### config.mk
export PLATFORM = sky130hd
export DESIGN_NAME = rgb_to_hsv_pixel_core
export DESIGN_NICKNAME = d
export VERILOG_FILES = /design/src/rtl/hsv_pkg.sv /design/src/rtl/rgb_to_hsv_pixel_core.sv
export SDC_FILE = /design/constraint.sdc
export NUM_CORES = 1
export LEC_CHECK = 0
export BUFFER_PORTS_ARGS = -buffer_cell sky130_fd_sc_hd__buf_2
export CAP_MARGIN = 5
export CORE_ASPECT_RATIO = 2
export CORE_MARGIN = 8
export CORE_UTILIZATION = 50
export DETAILED_ROUTE_END_ITERATION = 7
export MAX_ROUTING_LAYER = met4
export PLACE_DENSITY_LB_ADDON = 0.25
export SETUP_SLACK_MARGIN = 0.15
export SYNTH_ARGS = -nofsm -noshare
export SYNTH_HDL_FRONTEND = slang
export SYNTH_SLANG_ARGS = --single-unit
### constraint.sdc
create_clock -name clk -period 7.7 [get_ports clk]
set_input_delay 0.385 -clock clk [delete_from_list [all_inputs] [get_ports clk]]
set_output_delay 0.385 -clock clk [all_outputs]
set_load 0.005 [all_outputs]
### src/rtl/hsv_pkg.sv
// ----------------------------------------------------------------------------
// hsv_pkg: shared types and constants for the RGB to HSV pixel core
// Pixel structs, hue sector codes, datapath widths and the divider stage record.
// ----------------------------------------------------------------------------
package hsv_pkg;

	localparam int CH_W       = 8;                // channel width
	localparam int NUM_W      = 11;               // hue numerator, up to 6*255
	localparam int HREM_W     = NUM_W + CH_W;     // 255 * hue numerator
	localparam int SREM_W     = CH_W + CH_W;      // 255 * chroma
	localparam int QUO_W      = 8;                // quotient bits of both divides
	localparam int DIV_STAGES = QUO_W;            // one quotient bit per stage

	typedef struct packed {
		logic [CH_W-1:0] red;
		logic [CH_W-1:0] green;
		logic [CH_W-1:0] blue;
	} rgb_pix_t;

	typedef struct packed {
		logic [CH_W-1:0] hue_byte;
		logic [CH_W-1:0] saturation;
		logic [CH_W-1:0] brightness;
	} hsv_pix_t;

	// which channel is largest, red split by the sign of green - blue
	typedef enum logic [1:0] {
		SEC_RED_UP,
		SEC_RED_WRAP,
		SEC_GREEN,
		SEC_BLUE
	} sector_t;

	typedef struct packed {
		logic [HREM_W-1:0] hrem;
		logic [NUM_W-1:0]  hden;
		logic [QUO_W-1:0]  hquo;
		logic [SREM_W-1:0] srem;
		logic [CH_W-1:0]   sden;
		logic [QUO_W-1:0]  squo;
		logic [CH_W-1:0]   brightness;
	} div_stage_t;

endpackage

### src/rtl/rgb_to_hsv_pixel_core.sv
// Throughput: one pixel per clock while hsv_ready does not hold the output;
// the two restoring dividers retire one quotient bit per stage over eight
// stages, so they never hold an item back. Stages advance independently, so
// bubbles collapse while the output stalls.
// Reset (arst_n low) clears all stage valid bits; data registers are not reset.
// ----------------------------------------------------------------------------
// rgb_to_hsv_pixel_core
// Pipelined 8-bit RGB to HSV conversion with exact truncating division.
// ----------------------------------------------------------------------------
module rgb_to_hsv_pixel_core
	import hsv_pkg::*;
(
	input  logic     clk,
	input  logic     arst_n,
	input  logic     rgb_valid,
	output logic     rgb_ready,
	input  rgb_pix_t rgb,
	output logic     hsv_valid,
	input  logic     hsv_ready,
	output hsv_pix_t hsv
);

	// stage 1: max, min, sector
	logic            valid_s1;
	logic [CH_W-1:0] red_s1, green_s1, blue_s1, hi_s1, lo_s1;
	sector_t         sec_s1;

	// stage 2: chroma and hue numerator
	logic             valid_s2;
	logic             grey_s2;
	logic [CH_W-1:0]  chroma_s2, hi_s2;
	logic [NUM_W-1:0] num_s2;

	// div_s[0] is stage 3 (scaled operands), div_s[1..8] are stages 4..11
	logic                 div_valid_s [DIV_STAGES+1];
	div_stage_t           div_s       [DIV_STAGES+1];
	div_stage_t           div_nxt     [DIV_STAGES+1];
	logic                 div_adv     [DIV_STAGES+1];

	logic adv_s1, adv_s2;

	// stage 1 combinational
	logic            r_max, g_max;
	logic [CH_W-1:0] hi_c, lo_c;
	sector_t         sec_c;

	// stage 2 combinational
	logic [CH_W-1:0]  chroma_c;
	logic [NUM_W-1:0] num_c;

	function automatic logic [NUM_W-1:0] chroma_s1_x6(input logic [CH_W-1:0] c);
		chroma_s1_x6 = (NUM_W'(c) << 2) + (NUM_W'(c) << 1);
	endfunction

	// ---------------- flow control ----------------
	always_comb begin
		div_adv[DIV_STAGES] = !div_valid_s[DIV_STAGES] || hsv_ready;
		for (int k = DIV_STAGES - 1; k >= 0; k--)
			div_adv[k] = !div_valid_s[k] || div_adv[k+1];
		adv_s2 = !valid_s2 || div_adv[0];
		adv_s1 = !valid_s1 || adv_s2;
	end

	assign rgb_ready = adv_s1;

	// ---------------- stage 1 ----------------
	always_comb begin
		// ties: red beats green, green beats blue
		r_max = (rgb.red >= rgb.green) && (rgb.red >= rgb.blue);
		g_max = !r_max && (rgb.green >= rgb.blue);
		if (r_max)
			hi_c = rgb.red;
		else if (g_max)
			hi_c = rgb.green;
		else
			hi_c = rgb.blue;
		lo_c = rgb.red;
		if (rgb.green < lo_c)
			lo_c = rgb.green;
		if (rgb.blue < lo_c)
			lo_c = rgb.blue;
		if (r_max)
			sec_c = (rgb.green >= rgb.blue) ? SEC_RED_UP : SEC_RED_WRAP;
		else if (g_max)
			sec_c = SEC_GREEN;
		else
			sec_c = SEC_BLUE;
	end

	// ---------------- stage 2 ----------------
	always_comb begin
		chroma_c = hi_s1 - lo_s1;
		unique case (sec_s1)
			SEC_RED_UP:
				num_c = NUM_W'(green_s1) - NUM_W'(blue_s1);
			SEC_RED_WRAP:
				num_c = (NUM_W'(chroma_s1_x6(chroma_c)))
					- (NUM_W'(blue_s1) - NUM_W'(green_s1));
			SEC_GREEN:
				num_c = {NUM_W'(chroma_c) << 1} + NUM_W'(blue_s1) - NUM_W'(red_s1);
			SEC_BLUE:
				num_c = {NUM_W'(chroma_c) << 2} + NUM_W'(red_s1) - NUM_W'(green_s1);
			default:
				num_c = '0;
		endcase
	end

	// ---------------- stage 3 and divider stages ----------------
	always_comb begin
		div_stage_t        src;
		logic [HREM_W-1:0] hsh;
		logic [SREM_W-1:0] ssh;

		// stage 3: scale by 255 as (x << 8) - x; grey pixels divide 0 by 1
		div_nxt[0].hrem       = (HREM_W'(num_s2) << CH_W) - HREM_W'(num_s2);
		div_nxt[0].hden       = grey_s2 ? NUM_W'(1) : chroma_s1_x6(chroma_s2);
		div_nxt[0].hquo       = '0;
		div_nxt[0].srem       = (SREM_W'(chroma_s2) << CH_W) - SREM_W'(chroma_s2);
		div_nxt[0].sden       = grey_s2 ? CH_W'(1) : hi_s2;
		div_nxt[0].squo       = '0;
		div_nxt[0].brightness = hi_s2;

		// restoring division, MSB first, one quotient bit per stage
		for (int k = 0; k < DIV_STAGES; k++) begin
			src = div_s[k];
			hsh = HREM_W'(src.hden) << (DIV_STAGES - 1 - k);
			ssh = SREM_W'(src.sden) << (DIV_STAGES - 1 - k);
			div_nxt[k+1] = src;
			if (src.hrem >= hsh) begin
				div_nxt[k+1].hrem = src.hrem - hsh;
				div_nxt[k+1].hquo[DIV_STAGES-1-k] = 1'b1;
			end
			if (src.srem >= ssh) begin
				div_nxt[k+1].srem = src.srem - ssh;
				div_nxt[k+1].squo[DIV_STAGES-1-k] = 1'b1;
			end
		end
	end

	// ---------------- valid bits ----------------
	always_ff @(posedge clk or negedge arst_n) begin
		if (!arst_n) begin
			valid_s1 <= 1'b0;
			valid_s2 <= 1'b0;
			for (int k = 0; k <= DIV_STAGES; k++)
				div_valid_s[k] <= 1'b0;
		end else begin
			if (adv_s1)
				valid_s1 <= rgb_valid;
			if (adv_s2)
				valid_s2 <= valid_s1;
			if (div_adv[0])
				div_valid_s[0] <= valid_s2;
			for (int k = 1; k <= DIV_STAGES; k++)
				if (div_adv[k])
					div_valid_s[k] <= div_valid_s[k-1];
		end
	end

	// ---------------- data registers ----------------
	always_ff @(posedge clk) begin
		if (adv_s1) begin
			red_s1   <= rgb.red;
			green_s1 <= rgb.green;
			blue_s1  <= rgb.blue;
			hi_s1    <= hi_c;
			lo_s1    <= lo_c;
			sec_s1   <= sec_c;
		end
		if (adv_s2) begin
			grey_s2   <= (hi_s1 == lo_s1);
			chroma_s2 <= chroma_c;
			hi_s2     <= hi_s1;
			num_s2    <= num_c;
		end
		for (int k = 0; k <= DIV_STAGES; k++)
			if (div_adv[k])
				div_s[k] <= div_nxt[k];
	end

	assign hsv_valid       = div_valid_s[DIV_STAGES];
	assign hsv.hue_byte    = div_s[DIV_STAGES].hquo;
	assign hsv.saturation  = div_s[DIV_STAGES].squo;
	assign hsv.brightness  = div_s[DIV_STAGES].brightness;

	// ---------------- assertions ----------------
	a_hue_range: assert property (@(posedge clk) disable iff (!arst_n)
		hsv_valid |-> hsv.hue_byte != 8'hFF)
		else $error("hue quotient out of range");

	a_hue_rem: assert property (@(posedge clk) disable iff (!arst_n)
		hsv_valid |-> div_s[DIV_STAGES].hrem < HREM_W'(div_s[DIV_STAGES].hden))
		else $error("hue remainder not below divisor");

	a_sat_rem: assert property (@(posedge clk) disable iff (!arst_n)
		hsv_valid |-> div_s[DIV_STAGES].srem < SREM_W'(div_s[DIV_STAGES].sden))
		else $error("saturation remainder not below divisor");

	a_num_bound: assert property (@(posedge clk) disable iff (!arst_n)
		(valid_s2 && !grey_s2) |-> num_s2 < chroma_s1_x6(chroma_s2))
		else $error("hue numerator exceeds six times chroma");

	a_s1_hold: assert property (@(posedge clk) disable iff (!arst_n)
		(valid_s1 && !adv_s2) |=> (valid_s1 && $stable(hi_s1) && $stable(sec_s1)))
		else $error("stage 1 changed while stalled");

endmodule
==> impl_metrics.json, run 1 <==
{
  "outcome": "complete, no violations",
  "wl_per_cell_um": 17.0,
  "insertion_delay_ns": 0.64,
  "cp_common_cell": "inv_1",
  "ant_nets": 0,
  "relSlewSlack_pct": 22.0,
  "synth_fa_ha_area_share_pct": 11.9,
  "diodes": 0,
  "synth-edff-count": 646,
  "synthMuxAreaShare_pct": 2.36,
  "cp.arrival_ns": 5.13,
  "maxSlewViolCount": 0,
  "overflow": 0,
  "synth_compound_area_share_pct": 9.64,
  "cp-end-kind": "register",
  "antenna_found_initial": 0,
  "setup_tns_ns": 0,
  "ys_top_cells_by_area": "edfxtp_1 (56%), ha_1 (9.5%), inv_1 (3.4%)",
  "vias_per_cell": 5.39,
  "synthSimpleGateAreaFrac_pct": 9.78,
  "finalHoldViolCount": 0,
  "max_freq_mhz": 209,
  "post-synth-top-count-cell": "edfxtp_1",
  "grt_max_degree": 75,
  "worst_pin_slew_ns": 1.16,
  "yosysTopAreaCell": "edfxtp_1",
  "max_cap_violations": 0,
  "synth_top_family_by_area": "adder cells",
  "period_share_pct": 62.1,
  "drive_gt1_share_pct": 8.12,
  "syn_avg_cell_area_um2": 12.4,
  "multiInputGateArea_um2": 13300,
  "worst-path-max-fanout": 5,
  "die_y_um": 387,
  "wirelength_um": 64800,
  "cts_tree": "yes",
  "grt_setup_unrepaired": "false",
  "grt_pass1_vias": 20801,
  "gp_congestion": 0.894,
  "fp-row-count": 136,
  "die_x_um": 202,
  "path_clk_slew_ns": 0.07,
  "drt-pass1-iter-count": 5,
  "synth-main-ff-cell": "edfxtp_1",
  "drt_iter0_markers": 906,
  "fin_worst_skew_ns": 0.0177,
  "fin_cells": 3815,
  "synthArstFlopShare_pct": 1.67,
  "worst_path_largest_cell_delay_ns": 0.59,
  "crit_type": "register to register",
  "netlist_area_um2": 34400,
  "die_area_um2": 78000,
  "crit_path_start_kind": "register",
  "boundaryPins": 54,
  "synth.distinct_cells": 80,
  "yosysWarnings": 0,
  "cts_sinks": 657,
  "crit_slowest_cell": "xor2_1",
  "fin_nets": 3200,
  "area_growth_pct": 10.3,
  "hold_class": "primary input to register",
  "grt.total_usage_pct": 17.0,
  "worstPathCellList": "inv_1 > ha_1 > inv_1 > fa_1 > a21o_1 > a21oi_1 > o21bai_1 > a21oi_1 > xor2_1 > inv_1 > fa_1 > ha_1 > o41ai_1 > o21ai_0 > xor2_1 > nor3_1 > a311oi_1",
  "setup_viol": 0,
  "nFillCells": 5717,
  "portBuffers": 53,
  "start_util_pct": 50.3,
  "worstPathRequired_ns": 8.05,
  "cts_buffer_depth": 3,
  "grt_pass1_wl_um": 106000,
  "syn_inst": 2784,
  "synth_top_area_share_pct": 56.4,
  "dp_cells": 3689,
  "vias": 20558,
  "core_um2": 68400,
  "min_period_ns": 4.78,
  "rrSetupSlack_ns": 2.92,
  "dp_hpwl_um": 49800,
  "cts_max_level": 2,
  "whs_ns": 0.0459,
  "synth_fp_nets": 3114,
  "synth-seq-area-share_pct": 57.2,
  "drc": 0,
  "layout.area.seq_um2": 19700,
  "synth_common_cells": "edfxtp_1 (646), inv_1 (313), ha_1 (260)",
  "synth_xor_area_share_pct": 4.71,
  "ys_ff_latch": 657,
  "cts_made_buffers": 58,
  "root_buffer": "clkbuf_16"
}
-- through the flow --
step	utilization (%)	cell area (um2)	setup slack (ns)
finish	55.5	38000	2.92
global route	55.5	38000	2.50
CTS	55.5	38000	2.88
detailed placement	52.1	35600	2.93
global placement	52.1	35600	3.01
floorplan	-	34400	1.55
-- path summary, 6_finish.rpt --
kind	end	startpoint	depth (start not counted)
min reg2reg	div_s[0][515]	div_s[0][437]	0
max	num_s2[10]	hi_s1[0]	17
min in group asynchronous	div_valid_s[7]	arst_n	2
max in group asynchronous	div_valid_s[1]	arst_n	2
max reg2reg	num_s2[10]	hi_s1[0]	17
min	blue_s1[2]	rgb[2]	1
-- what timing repair did --
| action | 4_1_cts | 5_1_grt |
|---|---|---|
| resized for setup | 0 | 0 |
| hold endpoints to repair | 28 | 0 |
| buffers inserted | 0 | 0 |
| hold buffers | 18 | 0 |
-- layout by cell type (no fill, tap or decap), types with 19 or more instances in the layout --
cell type  count
nand3_1       28
a21oi_1      151
nor3_1        61
or3_1         24
nand2b_1      51
a21o_1        48
mux2i_1       34
o31ai_1       19
nor4_1        29
xor2_1        76
nor2_1       170
inv_1        311
xnor2_1      109
clkbuf_16     58
nand4_1       32
nor2b_1       58
o21a_1        37
mux2_2        32
nand2_1      129
fa_1          42
edfxtp_1     646
ha_1         260
o21ai_0      149
buf_2         53
-- registers in the layout, summed over array words and instances (netlist names), 2 cells and up --
name / count
green_s1: 8
num_s2: 11
blue_s1: 8
hi_s1: 8
hi_s2: 8
lo_s1: 8
chroma_s2: 8
sec_s1: 2
red_s1: 8
div_valid_s: 8
div_s: 576
-- cells by family (layout without fill, tap and decap cells) --
kind of cell,Yosys count,count (layout)
AOI/OAI and AO/OA,533,533
xor gates and xnor gates,185,185
adders and majority gates,302,302
buffers and inverters,379,513
DFF,657,657
muxes,71,71
and+or+nand+nor,657,657
-- layer usage --
layer | part of all wire [%] | routed length, um | global-route usage, %
met3 | 2.9 | 1870 | 2.08
met1 | 40 | 25900 | 18.6
met2 | 53 | 34400 | 31.0
met5 | 0 | 0 | -
met4 | 4.1 | 2640 | 6.88
-- worst max-delay path, delay by kind of cell, from the launching register on --
| family | cells | cell delay [ns] |
|---|---|---|
| flip-flops | 1 | 0.38 |
| AND/OR/NAND/NOR | 1 | 0.15 |
| AO/OA/AOI/OAI | 7 | 1.46 |
| buffers and inverters | 3 | 0.41 |
| XOR/XNOR | 2 | 0.76 |
| adder cells (fa/ha/maj) | 4 | 1.35 |
-- layout make-up --
class,instances,area share [%]
well taps,897,2.96
flip-flops and latches,657,51.8
clock inverters,42,1.67
clock buffers,66,3.93
inverters,316,3.13
multi-input cells,1748,34.9
repair buffers,89,1.53
Power of run 1 is left out: the tool's default activity adds up to more than one toggle a clock period on the data nets, which glitch-free logic cannot reach.
==> inputs of run 2 (changes only) <==
Clock period 7.7 ns to 5 ns, I/O delays scaled along.
==> run 2 against run 1 <==
Against the previous run: critical endpoint unchanged; flip-flop and latch count is the same; non-clock buffer count increased by 11; global-route usage shrank 0.13 points; cell area down 0.13%; worst setup slack worse by 2.3 ns; register-to-register slack got worse by 2.3 ns; clock skew decreased by 0.0074 ns; count of clock-buffer cells in the layout up 2.
==> impl_metrics.json, run 2 (synthesis results as in run 1) <==
{
  "min_period_ns": 4.42,
  "place_area_um2": 35700,
  "max_cap_violations": 0,
  "dp_cells": 3692,
  "vias": 20673,
  "die_y_um": 387,
  "postCtsSetupRepairBufs": 0,
  "drive_gt1_share_pct": 8.21,
  "grt_setup_unrepaired": "false",
  "cts_tree": "yes",
  "drt-pass1-iter-count": 5,
  "fp-row-count": 136,
  "worst-path-max-fanout": 5,
  "root_buffer": "clkbuf_16",
  "top_register": "div_s",
  "fin_nets": 3210,
  "ant_nets": 0,
  "cp.arrival_ns": 4.72,
  "die_area_um2": 78000,
  "outcome": "complete, no violations",
  "portBuffers": 53,
  "dp_hpwl_um": 49500,
  "finalHoldViolCount": 0,
  "start_util_pct": 50.3,
  "grt_pass1_wl_um": 106000,
  "cts_sinks": 657,
  "setup_ws_ns": 0.585,
  "nFillCells": 5656,
  "core_um2": 68400,
  "setup_viol": 0,
  "cts-resized-gates": 0,
  "path_clk_slew_ns": 0.07,
  "die_x_um": 202,
  "vias_per_cell": 5.41,
  "maxSlewViolCount": 0,
  "max_freq_mhz": 226,
  "cp-end-kind": "register",
  "antenna_found_initial": 0,
  "crit_path_start_kind": "register",
  "cts_buffer_depth": 3,
  "pre_cts_slack_ns": 0.572,
  "final_common_cell": "edfxtp_1",
  "worstPathRequired_ns": 5.30,
  "final_cell_mix": "edfxtp_1 (646), inv_1 (311), ha_1 (260), nor2_1 (170), a21oi_1 (151)",
  "drc": 0,
  "wl_per_cell_um": 16.9,
  "largest_reg_flops": 576,
  "area_growth_pct": 10.1,
  "grt_max_degree": 76,
  "grt_pass1_vias": 21013,
  "hold_class": "primary input to asynchronous set/reset pin",
  "diodes": 0,
  "setup_tns_ns": 0,
  "grt.total_usage_pct": 16.9,
  "overflow": 0,
  "top_regs": "div_s (576), num_s2 (11)",
  "cts_max_level": 2,
  "fin_cells": 3822,
  "gp_congestion": 0.888,
  "boundaryPins": 54,
  "insertion_delay_ns": 0.60,
  "cts_made_buffers": 57,
  "wirelength_um": 64600,
  "drt_iter0_markers": 930,
  "period_share_pct": 88.3,
  "crit_type": "register to register",
  "fin_worst_skew_ns": 0.0103,
  "final_cell_area_um2": 37900,
  "worst_pin_slew_ns": 1.20,
  "relSlewSlack_pct": 19.7
}
[run 2: cell count changes in the layout (fill, tap and decap cells not counted), moves of 3 or more]
cell | before | now
clkinvlp_4 | 3 | 8
bufinv_16 | 15 | 10
clkinv_1 | 12 | 6
buf_4 | 18 | 21
dlygate4sd3_1 | 18 | 26
[run 2: critical path: stages (launching register included)]
cell and delay [ns]:
edfxtp_1 0.38, inv_1 0.07, ha_1 0.15, inv_1 0.05
fa_1 0.40, a21o_1 0.17, a21oi_1 0.22, o21bai_1 0.09
a21oi_1 0.18, xor2_1 0.31, inv_1 0.19, fa_1 0.48
ha_1 0.25, o41ai_1 0.58, o21ai_0 0.22, xor2_1 0.18
nor3_1 0.14, a311oi_1 0.07
[run 2: layer usage]
metal	vias up	GRT usage (%)	share of wire (%)
li1	10281	-	-
met2	351	31.9	54
met4	0	6.04	3.6
met3	145	1.87	3.1
met1	9896	17.9	39
met5	-	-	0
[run 2: final cells by class]
type	count	area [um2]	area share [%]
Sequential cell	657	19700	51.9
Inverter	316	1190	3.13
Clock inverter	36	464	1.22
Clock buffer	68	1510	3.98
Timing Repair Buffer	100	683	1.80
Multi-Input combinational cell	1748	13300	35.0
Tap cell	897	1120	2.96
[run 2: final timing paths]
path	slack (ns)	startpoint	depth (start not counted)	end
setup / recovery	0.58	hi_s1[0]	17	num_s2[10]
hold / removal	0.05	arst_n	2	div_valid_s[6]
setup reg to reg	0.58	hi_s1[0]	17	num_s2[10]
hold reg to reg	0.41	div_s[0][2]	0	div_s[0][80]
max in group asynchronous	4.74	arst_n	2	div_valid_s[7]
min in group clk	0.17	hsv_ready	4	div_valid_s[1]
[run 2: metrics by stage]
| step | hold WS (ns) | utilization [%] |
|---|---|---|
| global placement | 0.128 | 52.1 |
| global route | 0.0550 | 55.4 |
| detailed placement | 0.137 | 52.1 |
| floorplan | -0.0456 | - |
| finish | 0.0458 | 55.4 |
| CTS | 0.0111 | 55.4 |
[run 2: what timing repair did]
item,4_1_cts,5_1_grt
endpoints found under the hold margin,37,0
endpoints found under the setup margin,0,0
hold buffers,26,0
Power of run 2 is left out for the same reason.
==> inputs of run 3 (changes only) <==
Settings changed: MAX_ROUTING_LAYER met4 to not set.
==> run 3 against run 2 <==
Against the previous run: clock skew is 0.014 ns higher; wire length is 0.28% higher; die area stayed put; fmax is 1.0% lower; utilization is 0.10 points lower; worst hold slack better by 0.039 ns; via count is 0.14% higher; count of clock-buffer cells in the layout is 4 higher; first-iteration DRC count is 3.4% lower; non-clock buffer count is 3 higher; critical endpoint unchanged; largest cell class unchanged; highest routed layer unchanged.
==> impl_metrics.json, run 3 (synthesis results as in run 1) <==
{
  "cp_top_family": "compound AO/OA/AOI/OAI gates",
  "relSlewSlack_pct": 24.4,
  "critPathBufInv": 3,
  "wl_per_cell_um": 16.9,
  "start_util_pct": 50.3,
  "die_area_um2": 78000,
  "drc": 0,
  "portBuffers": 53,
  "gp_congestion": 0.884,
  "crit_slowest_cell": "o41ai_1",
  "min_period_ns": 4.46,
  "finalHoldViolCount": 0,
  "worst-path-max-fanout": 5,
  "grt.total_usage_pct": 16.6,
  "worst_path_largest_cell_delay_ns": 0.57,
  "vias": 20702,
  "drive_gt1_share_pct": 8.26,
  "hold_class": "primary input to register",
  "dp_hpwl_um": 49400,
  "top_regs": "div_s (576), num_s2 (11)",
  "period_share_pct": 89.2,
  "diodes": 0,
  "root_buffer": "clkbuf_16",
  "die_y_um": 387,
  "antenna_found_initial": 0,
  "final_cell_mix": "edfxtp_1 (646), inv_1 (311), ha_1 (260), nor2_1 (170), a21oi_1 (151)",
  "die_x_um": 202,
  "overflow": 0,
  "setup_viol": 0,
  "fin_nets": 3214,
  "boundaryPins": 54,
  "vias_per_cell": 5.41,
  "ant_nets": 0,
  "largest_reg_flops": 576,
  "fp-row-count": 136,
  "maxSlewViolCount": 0,
  "max_freq_mhz": 224,
  "grt_setup_unrepaired": "false",
  "worstPathCellList": "inv_1 > ha_1 > inv_1 > fa_1 > a21o_1 > a21oi_1 > o21bai_1 > a21oi_1 > xor2_1 > inv_1 > fa_1 > ha_1 > o41ai_1 > o21ai_0 > xor2_1 > nor3_1 > a311oi_1",
  "area_growth_pct": 9.93,
  "worstPathRequired_ns": 5.34,
  "grt_max_degree": 76,
  "core_um2": 68400,
  "setup_tns_ns": 0,
  "fin_worst_skew_ns": 0.0244,
  "cts_made_buffers": 58,
  "outcome": "complete, no violations",
  "postCtsSetupRepairBufs": 0,
  "max_cap_violations": 0,
  "drt-pass1-iter-count": 5,
  "grt_pass1_wl_um": 106000,
  "final_common_cell": "edfxtp_1",
  "drt_iter0_markers": 898,
  "cts_tree": "yes",
  "cts_sinks": 657,
  "cp-end-kind": "register",
  "cp.arrival_ns": 4.80,
  "path_clk_slew_ns": 0.07,
  "cts_max_level": 2,
  "crit_path_start_kind": "register",
  "cts_buffer_depth": 3,
  "crit_type": "register to register",
  "worst_pin_slew_ns": 1.13,
  "insertion_delay_ns": 0.63,
  "grt_pass1_vias": 21113,
  "top_register": "div_s",
  "wirelength_um": 64800,
  "cp_common_cell": "inv_1"
}
==> run 3: changes by cell type in the layout (fill, tap and decap cells not counted), sizes merged <==
cell,previous run,this run
clkinvlp,8,5
clkbuf,68,72
clkinv,18,25
bufinv,10,5
dlygate4sd3,26,27
buf,74,76
==> run 3: worst paths after layout <==
path                                    start        endpoint  slack, ns  depth (start not counted)
worst max register to register       hi_s1[0]      num_s2[10]       0.54                         17
max in group asynchronous              arst_n  div_valid_s[7]       3.98                          3
min in group asynchronous              arst_n  div_valid_s[2]       0.67                          3
worst max-delay path                 hi_s1[0]      num_s2[10]       0.54                         17
worst min-delay path                hsv_ready  div_valid_s[1]       0.08                          4
worst min register to register  div_s[0][160]   div_s[0][238]       0.41                          0
==> run 3: metal layers <==
metal | track usage (%) | up-vias | wire length, um
met5 | 0 | - | 0
met4 | 7.49 | 0 | 2720
met3 | 2.54 | 144 | 2360
met2 | 31.6 | 370 | 34900
met1 | 17.5 | 9893 | 24900
li1 | - | 10295 | -
==> run 3: what timing repair did <==
action,4_1_cts,5_1_grt
resized for setup,0,0
hold buffers,27,0
hold endpoints to repair,40,0
==> run 3: final cells by class <==
cell class | instances | area [um2]
inverter | 316 | 1190
sequential | 657 | 19700
clock buffer | 72 | 1550
clock inverter | 35 | 327
tap | 897 | 1120
timing repair buffer | 103 | 708
multi-input combinational | 1748 | 13300
fill | 5674 | 30600
==> run 3: worst min-delay path: stages <==
cell	delay (ns)
buf_2	0.07
nor2b_1	0.11
nand2_4	0.17
nand2b_1	0.07
==> run 3: through the flow <==
step	util [%]	hold slack [ns]	std cells	cell area, um2	setup WS, ns
floorplan	-	-0.0456	2784	34400	0.225
global placement	52.2	0.131	3694	35700	0.627
detailed placement	52.2	0.139	3694	35700	0.546
CTS	55.3	0.0431	3828	37800	0.505
global route	55.3	0.0909	3828	37800	0.317
finish	55.3	0.0846	3828	37800	0.539
Power of run 3 is left out for the same reason.
